--- src/nearest_preceding_address_search_assert.svh ---
// Assertion macros used by the top level of the nearest preceding address search.
`ifndef NEAREST_PRECEDING_ADDRESS_SEARCH_ASSERT_SVH
`define NEAREST_PRECEDING_ADDRESS_SEARCH_ASSERT_SVH
`ifndef ASSERT_OFF
`define NPAS_ASSERT_HOLDS(label, clk, rst_n, ante, cons, msg) \
    label: assert property (@(posedge clk) disable iff (!rst_n) (ante) |-> (cons)) \
        else $error(msg);
`define NPAS_ASSERT_NEXT(label, clk, rst_n, ante, cons, msg) \
    label: assert property (@(posedge clk) disable iff (!rst_n) (ante) |=> (cons)) \
        else $error(msg);
`else
`define NPAS_ASSERT_HOLDS(label, clk, rst_n, ante, cons, msg)
`define NPAS_ASSERT_NEXT(label, clk, rst_n, ante, cons, msg)
`endif
`endif

--- src/npas_pkg.sv ---
// Shared constants and control types of the nearest preceding address search.
package npas_pkg;

    localparam int unsigned TABLE_DEPTH_DEFAULT = 1024;
    localparam int unsigned ADDR_W              = 64;
    localparam int unsigned ENTRY_INDEX_W       = 10;
    localparam int unsigned ENTRY_COUNT_W       = 11;
    localparam int unsigned CFG_INDEX_W         = 2;

    localparam logic [ADDR_W-1:0] NO_DISTANCE = 64'hFFFF_FFFF_FFFF_FFFF;

    localparam logic [CFG_INDEX_W-1:0] REG_LOWEST_ADDRESS = 2'd0;
    localparam logic [CFG_INDEX_W-1:0] REG_ENTRY_COUNT    = 2'd1;

    localparam logic OP_LOAD  = 1'b0;
    localparam logic OP_QUERY = 1'b1;

    typedef struct packed {
        logic load_wr;
        logic query_start;
        logic scan_step;
        logic out_load;
    } ctl_cmd_t;

    typedef struct packed {
        logic scan_done;
    } dp_status_t;

endpackage

--- src/npas_ctrl.sv ---
// Controller state machine that sequences loads, table scans and result delivery.
module npas_ctrl
(
    input  logic                  clk,
    input  logic                  rst_n,
    input  logic                  in_valid,
    output logic                  in_ready,
    input  logic                  opcode,
    output logic                  out_valid,
    input  logic                  out_ready,
    input  npas_pkg::dp_status_t  status,
    output npas_pkg::ctl_cmd_t    cmd
);
    import npas_pkg::*;

    typedef enum logic [2:0] {
        ST_IDLE = 3'b001,
        ST_SCAN = 3'b010,
        ST_DONE = 3'b100
    } state_t;

    state_t state_reg;
    state_t state_next;
    logic   out_valid_reg;
    logic   out_valid_next;
    logic   accept;

    always_comb
    begin
        in_ready        = (state_reg == ST_IDLE);
        accept          = in_valid && in_ready;
        cmd.load_wr     = accept && (opcode == OP_LOAD);
        cmd.query_start = accept && (opcode == OP_QUERY);
        cmd.scan_step   = (state_reg == ST_SCAN);
        cmd.out_load    = (state_reg == ST_DONE) && (!out_valid_reg || out_ready);

        state_next = state_reg;
        case (state_reg)
            ST_IDLE:
            begin
                if (cmd.query_start)
                begin
                    state_next = ST_SCAN;
                end
            end
            ST_SCAN:
            begin
                if (status.scan_done)
                begin
                    state_next = ST_DONE;
                end
            end
            ST_DONE:
            begin
                if (cmd.out_load)
                begin
                    state_next = ST_IDLE;
                end
            end
            default:
            begin
                state_next = ST_IDLE;
            end
        endcase

        if (cmd.out_load)
        begin
            out_valid_next = 1'b1;
        end
        else if (out_ready)
        begin
            out_valid_next = 1'b0;
        end
        else
        begin
            out_valid_next = out_valid_reg;
        end
    end

    always_ff @(posedge clk or negedge rst_n)
    begin
        if (!rst_n)
        begin
            state_reg     <= ST_IDLE;
            out_valid_reg <= 1'b0;
        end
        else
        begin
            state_reg     <= state_next;
            out_valid_reg <= out_valid_next;
        end
    end

    assign out_valid = out_valid_reg;

endmodule

--- config.mk ---
export PLATFORM = sky130hd
export DESIGN_NAME = npas_ctrl
export DESIGN_NICKNAME = d
export VERILOG_FILES = /design/src/nearest_preceding_address_search_assert.svh /design/src/npas_pkg.sv /design/src/npas_ctrl.sv
export SDC_FILE = /design/constraint.sdc
export NUM_CORES = 1
export LEC_CHECK = 0
export BUFFER_PORTS_ARGS = -buffer_cell sky130_fd_sc_hd__buf_2
export CAP_MARGIN = 5
export CORE_AREA = 2 2 39 41
export DETAILED_ROUTE_END_ITERATION = 10
export DIE_AREA = 0 0 41 43
export PLACE_DENSITY = 0.39
export SLEW_MARGIN = 0
export SYNTH_ARGS = -nofsm -noshare
export SYNTH_HDL_FRONTEND = slang
export SYNTH_SLANG_ARGS = --single-unit
--- constraint.sdc ---
create_clock -name clk -period 1.42 [get_ports clk]
set_input_delay 0.142 -clock clk [delete_from_list [all_inputs] [get_ports clk]]
set_output_delay 0.142 -clock clk [all_outputs]
set_load 0.03 [all_outputs]
==> flow_summary.yaml, run 1 <==
sta:
  min_period_ps: 1470
  max_slew_headroom_at_the_worst_pin_pct: 87.6
  timing.final.crit_share_pct: 103
  timing_worst_slew_pin_value_ps: 185
  finalSetupViolations: 2
  unrepaired_setup_endpoints_after_global_routing: "yes"
  timing.setup.tns_ps: -84.3
  timing.clock.skew_ps: 7.80
  achievable-frequency_ghz: 0.682
  report.final.hold_viol_count: 0
  layout_setup_ws_ps: -47.2
  final_slew_viol_count: 0
final_layout:
  area_growth_syn_to_layout_pct: 62.1
  finalCoreUtilization_pct: 27.8
  final_net_count: 47
  number_of_antenna_diodes: 0
  final_layout_size_suffix_gt1_share_pct: 62.5
  largest_reg_flops: 3
floorplanning:
  start_util_pct: 17.2
  core_mm2: 0.00138
  floorplan.rows: 14
  dieArea_mm2: 0.00176
  design.portCount: 12
  die_y_um: 43
  floorplan.die.width_um: 41
run:
  cap_viol_max_count: 0
logic_synthesis:
  synth_warn: 0
  synth_seq_cells: 4
  synth.yosys.seq_area_share_pct: 42.6
  synth_top_area_cell: "sky130_fd_sc_hd__dfrtp_1"
  mappedNetlistArea_um2: 238
  synth_top_cell_area_share_pct: 31.6
  synth.net_count: 30
  ys_top_cells_by_area: "sky130_fd_sc_hd__dfrtp_1 32%, sky130_fd_sc_hd__dfstp_2 11%, sky130_fd_sc_hd__nor3b_4 7.9%"
  syn_area_per_cell_um2: 9.91
  number_of_cells_produced_by_synthesis: 24
  post_synth_num_cell_types: 16
critical_path:
  ff2ff_setup_slack_ps: 210
  worstSetupEndpoint: "cmd[2]"
  worstPathBufferInverterCount: 1
  startpoint: "state_reg[0]"
  critical_register_to_register_path_startpoint: "state_reg[0]"
  timing.critical_path.fanout_max: 3
  cp_data_required_time_ps: 1280
  critical_path.cell_chain: "nor3b_4 > and3_4 > buf_6"
  r2r_cells: 4
  cp-end-kind: "output port"
  critical_path.top_delay_family: "flip-flops"
  critical-path-max-stage-delay_ps: 530
  setup.worst_path.start_class: "flip-flop"
  critical_path_depth: 3
  arrival_ps: 1330
  worst_path_max_delay_cell: "sky130_fd_sc_hd__dfstp_2"
  criticalPathCategory: "reg2out"
  worst_r2r_endpoint: "state_reg[1]"
global_routing:
  globalRouteTotalUtil_pct: 7.14
  global_route.overflow_total: 0
  grt_first_pass_wirelength_um: 759
  number_of_antenna_violations_at_the_first_check_in_global_routing: 0
  vias_in_the_first_global_route: 202
  largest_net_degree_at_the_start_of_global_routing: 5
cts:
  numCtsBuffers: 3
  cts_buffer_depth: 2
  clockRootBuffer: "sky130_fd_sc_hd__clkbuf_4"
  tritoncts: "yes"
  clock_sinks: 4
  clock_tree.htree_level_count: 1
  clk_pin_slew_worst_paths_ps: 40
  clock_insertion_delay_worst_skew_ps: 240
placement:
  io_buffers: 11
  gpl.final_weighted_congestion: 0.632
pwr:
  seq_power_share_pct: 34.1
  fin_total_pwr_uw: 381
  p_switching_uw: 107
  power_switching_share_pct: 28.0
  p_int_uw: 274
  clkPwrFrac_pct: 40.8
  power.share.combinational_pct: 25.1
  power.ir.vdd_worst_v: 0.000342
  power.leakage_uw: 0.000184
  power_per_cell_area_mw_per_mm2: 990
min_path:
  holdCritStartpoint: "out_ready"
  hold-path-cell-count: 2
  timing.hold.worst.class: "in2reg"
drt:
  via_count: 218
  via_per_inst: 3.89
  final_antenna_net_count: 0
  drt_wl_total_um: 481
  drcViolationCount: 0
  iteration_count_of_the_initial_detailed_routing_pass: 4
  routed_wire_length_per_instance_um: 8.59
  drt_first_iter_violations: 3
run_status:
  failed_checks: "setup timing"
  status: "complete, but fails checks"
layer usage:
layer,up-vias,wire length (µm),track usage (%)
met5,-,0,0
met4,0,0,8.00
met3,0,38,4.71
met2,7,276,9.06
met1,100,165,6.80
li1,111,-,-
how the worst min path moves through the flow:
stage                            to  slack, ps
after global routing      out_valid        130
after global placement    out_valid        -50
after floorplan           out_valid       -150
final                     out_valid        120
after CTS                 out_valid        120
after detailed placement  out_valid        -50
synthesized netlist by cell type (all sizes together):
cell type  count
a21o           1
a21oi          2
and3           1
buf            2
dfrtp          3
dfstp          1
inv            3
nand2          1
nand2b         1
nand4bb        1
nor2           4
nor3b          1
o21a           1
o21ai          1
or3b           1
worst reg2reg max path, cell delays in order, from the launching register on:
cell                      delay, ps
sky130_fd_sc_hd__dfstp_2        530
sky130_fd_sc_hd__nor3b_4        220
sky130_fd_sc_hd__and3_4         220
sky130_fd_sc_hd__buf_4          110
sky130_fd_sc_hd__a21o_2          80
power by group through the flow:
| stage | registers (µW) | clock network (µW) | logic (µW) |
|---|---|---|---|
| 3_3_place_gp | 132 | 0 | 76.0 |
| 3_5_place_dp | 133 | 0 | 77.0 |
| 6_report | 130 | 156 | 95.6 |
| 2_1_floorplan | 132 | 0 | 54.8 |
| 5_1_grt | 131 | 186 | 102 |
| 4_1_cts | 129 | 167 | 95.5 |
repair_timing:
| item | in CTS | in global routing |
|---|---|---|
| pin swaps | 1 | 1 |
| resized for setup | 6 | 4 |
| setup buffers | 2 | 0 |
| gates cloned | 0 | 0 |
| setup endpoints to repair | 3 | 4 |
| hold buffers | 1 | 0 |
| hold endpoints to repair | 4 | 0 |
through the flow:
| stage | instances | setup slack, ps | area, µm² | hold WS [ps] |
|---|---|---|---|---|
| after detailed placement | 49 | 108 | 305 | -48.3 |
| after floorplan | 24 | -2.94 | 245 | -154 |
| final | 56 | -47.2 | 385 | 124 |
| after CTS | 56 | -68.5 | 374 | 121 |
| after global placement | 49 | 117 | 305 | -51.3 |
| after global routing | 56 | -108 | 385 | 125 |
final cells by class:
cell class,count,area [µm²]
Tap cell,16,20.0
Sequential cell,4,101
Timing Repair Buffer,14,101
Multi-Input combinational cell,15,125
Inverter,3,11.3
Clock buffer,4,26.3
Fill cell,153,998
cell usage in the layout (no fill, tap or decap), types with 2 or more instances in the layout:
cell and n:
sky130_fd_sc_hd__nor2_1 2, sky130_fd_sc_hd__buf_2 7, sky130_fd_sc_hd__buf_4 2, sky130_fd_sc_hd__buf_6 3, sky130_fd_sc_hd__inv_1 3, sky130_fd_sc_hd__clkbuf_4 4
sky130_fd_sc_hd__dfrtp_1 3
logic make-up (layout without fill, tap and decap cells):
| family | Yosys count | after routing | synth area share (%) |
|---|---|---|---|
| and+or+nand+nor | 10 | 10 | 31.6 |
| AOI/OAI and AO/OA | 5 | 5 | 14.7 |
| buffers and inverters | 5 | 21 | 11.1 |
| DFF | 4 | 4 | 42.6 |
No activity file was read; power rests on OpenSTA's default activity.
==> inputs of run 2 (changes only) <==
--- a/config.mk
+++ b/config.mk
@@ -8,10 +8,10 @@
 export BUFFER_PORTS_ARGS = -buffer_cell sky130_fd_sc_hd__buf_2
 export CAP_MARGIN = 5
 export CORE_AREA = 2 2 39 41
+export CTS_BUF_LIST = sky130_fd_sc_hd__clkbuf_8 sky130_fd_sc_hd__clkbuf_16
 export DETAILED_ROUTE_END_ITERATION = 10
 export DIE_AREA = 0 0 41 43
 export PLACE_DENSITY = 0.39
-export SLEW_MARGIN = 0
 export SYNTH_ARGS = -nofsm -noshare
 export SYNTH_HDL_FRONTEND = slang
 export SYNTH_SLANG_ARGS = --single-unit
==> run 2 against run 1 <==
Critical path depth stayed put. Maximum frequency is 1.1% higher. Register-to-register slack hardly changed. The run still ends with setup timing left. Die area stayed put. Non-clock buffer count stayed put. Hold slack better by 20 ps. Total power is 24% higher. Clock-buffer cell count is 1 lower. Critical endpoint unchanged.
==> flow_summary.yaml, run 2 (same netlist as run 1, synthesis figures left out) <==
run_status:
  status: "complete, but fails checks"
  failed_checks: "setup timing"
critical_path:
  cp-end-kind: "output port"
  arrival_ps: 1310
  criticalPathCategory: "reg2out"
  cp_data_required_time_ps: 1280
  critical_register_to_register_path_startpoint: "state_reg[0]"
  critical-path-max-stage-delay_ps: 530
  ff2ff_setup_slack_ps: 210
  timing.critical_path.fanout_max: 3
  worst_path_max_delay_cell: "sky130_fd_sc_hd__dfstp_2"
  critical_path.cell_chain: "nor3b_4 > and3_4 > buf_6"
  setup.worst_path.start_class: "flip-flop"
  worst_r2r_endpoint: "state_reg[1]"
  r2r_cells: 4
run:
  cap_viol_max_count: 0
pwr:
  clkPwrFrac_pct: 52.4
  power_switching_share_pct: 25.2
  power.share.combinational_pct: 20.0
  p_switching_uw: 119
  power_per_cell_area_mw_per_mm2: 1180
  power.leakage_uw: 0.000196
  seq_power_share_pct: 27.6
  power.ir.vdd_worst_v: 0.000450
  p_int_uw: 353
sta:
  unrepaired_setup_endpoints_after_global_routing: "yes"
  timing.setup.tns_ps: -47.9
  timing_worst_slew_pin_value_ps: 185
  report.final.hold_viol_count: 0
  finalSetupViolations: 2
  layout_setup_ws_ps: -31.3
  worst_hold_margin_ps: 144
  max_slew_headroom_at_the_worst_pin_pct: 87.6
  timing.final.crit_share_pct: 102
  achievable-frequency_ghz: 0.689
  timing.clock.skew_ps: 5.30
  min_period_ps: 1450
  final_slew_viol_count: 0
floorplanning:
  floorplan.die.width_um: 41
  design.portCount: 12
  start_util_pct: 17.2
  core_mm2: 0.00138
  dieArea_mm2: 0.00176
  die_y_um: 43
  floorplan.rows: 14
min_path:
  hold-path-cell-count: 2
  worstHoldEndpoint: "out_valid"
  holdCritStartpoint: "out_ready"
  timing.hold.worst.class: "in2reg"
cts:
  numCtsBuffers: 3
  clock_tree.htree_level_count: 1
  clock_insertion_delay_worst_skew_ps: 220
  clock_sinks: 4
  cts_buffer_depth: 2
  clockRootBuffer: "sky130_fd_sc_hd__clkbuf_8"
  tritoncts: "yes"
  clk_pin_slew_worst_paths_ps: 30
final_layout:
  finalCoreUtilization_pct: 28.8
  final_common_cell: "sky130_fd_sc_hd__buf_2"
  final_layout_size_suffix_gt1_share_pct: 60.0
  n_fill_cell: 151
  area_growth_syn_to_layout_pct: 67.9
  final_net_count: 47
  number_of_antenna_diodes: 0
  largest_reg_flops: 3
  layout_common_cells: "8 x sky130_fd_sc_hd__buf_2, 4 x sky130_fd_sc_hd__inv_1"
drt:
  routed_wire_length_per_instance_um: 8.79
  drt_wl_total_um: 492
  iteration_count_of_the_initial_detailed_routing_pass: 3
  via_count: 216
  drcViolationCount: 0
  final_antenna_net_count: 0
  drt_first_iter_violations: 5
  via_per_inst: 3.86
placement:
  gpl.final_weighted_congestion: 0.632
  preCtsSetupSlack_ps: 108
  io_buffers: 11
global_routing:
  global_route.overflow_total: 0
  globalRouteTotalUtil_pct: 6.84
  grt_first_pass_wirelength_um: 745
  vias_in_the_first_global_route: 203
  largest_net_degree_at_the_start_of_global_routing: 5
  number_of_antenna_violations_at_the_first_check_in_global_routing: 0
-- run 2: worst max-delay path by stage --
stage / startpoint / to / cells after the start
finish: state_reg[0] / cmd[2] / 3
global route: state_reg[2] / cmd[0] / 3
CTS: state_reg[0] / cmd[2] / 3
detailed placement: state_reg[0] / cmd[2] / 3
global placement: state_reg[0] / cmd[2] / 3
floorplan: state_reg[0] / cmd[3] / 3
-- run 2: metal layers --
layer | share of wire, % | GRT usage (%) | vias up
met4 | 0 | 6.00 | 0
met2 | 55 | 9.06 | 9
met5 | 0 | 0 | -
met1 | 35 | 6.80 | 98
met3 | 9.8 | 4.71 | 0
li1 | - | - | 109
-- run 2: worst max-delay path: cells and delay by family (launching register included) --
family / cells / cell delay (ps)
buffers and inverters: 1 / 120
flip-flops: 1 / 530
AND/OR/NAND/NOR: 2 / 440
-- run 2: stage by stage --
step / std cells / instance area [µm²] / total power, µW
2_1_floorplan: 24 / 245 / 186
3_3_place_gp: 49 / 305 / 208
3_5_place_dp: 49 / 305 / 210
4_1_cts: 56 / 393 / 481
5_1_grt: 56 / 399 / 502
6_report: 56 / 399 / 472
-- run 2: repair_timing --
item / CTS / global route
hold endpoints to repair: 4 / 0
hold buffers: 1 / 0
buffers inserted: 2 / 0
resized for setup: 6 / 2
pin swaps: 1 / 1
gates cloned: 0 / 0
setup endpoints to repair: 3 / 3
-- run 2: area by class of cell --
type                            instances  area [µm²]  area share, %
Clock inverter                          1        3.75          0.940
Tap cell                               16        20.0           5.02
Inverter                                3        11.3           2.82
Clock buffer                            3        41.3           10.3
Multi-Input combinational cell         15         123           30.7
Timing Repair Buffer                   14        98.8           24.8
Sequential cell                         4         101           25.4
-- run 2: power groups by stage --
stage	Sequential [µW]	Combinational (µW)	Clock (µW)
after CTS	130	95.5	256
after detailed placement	133	77.0	0
after global routing	131	101	270
final	130	94.2	247
after floorplan	132	54.8	0
after global placement	132	76.0	0
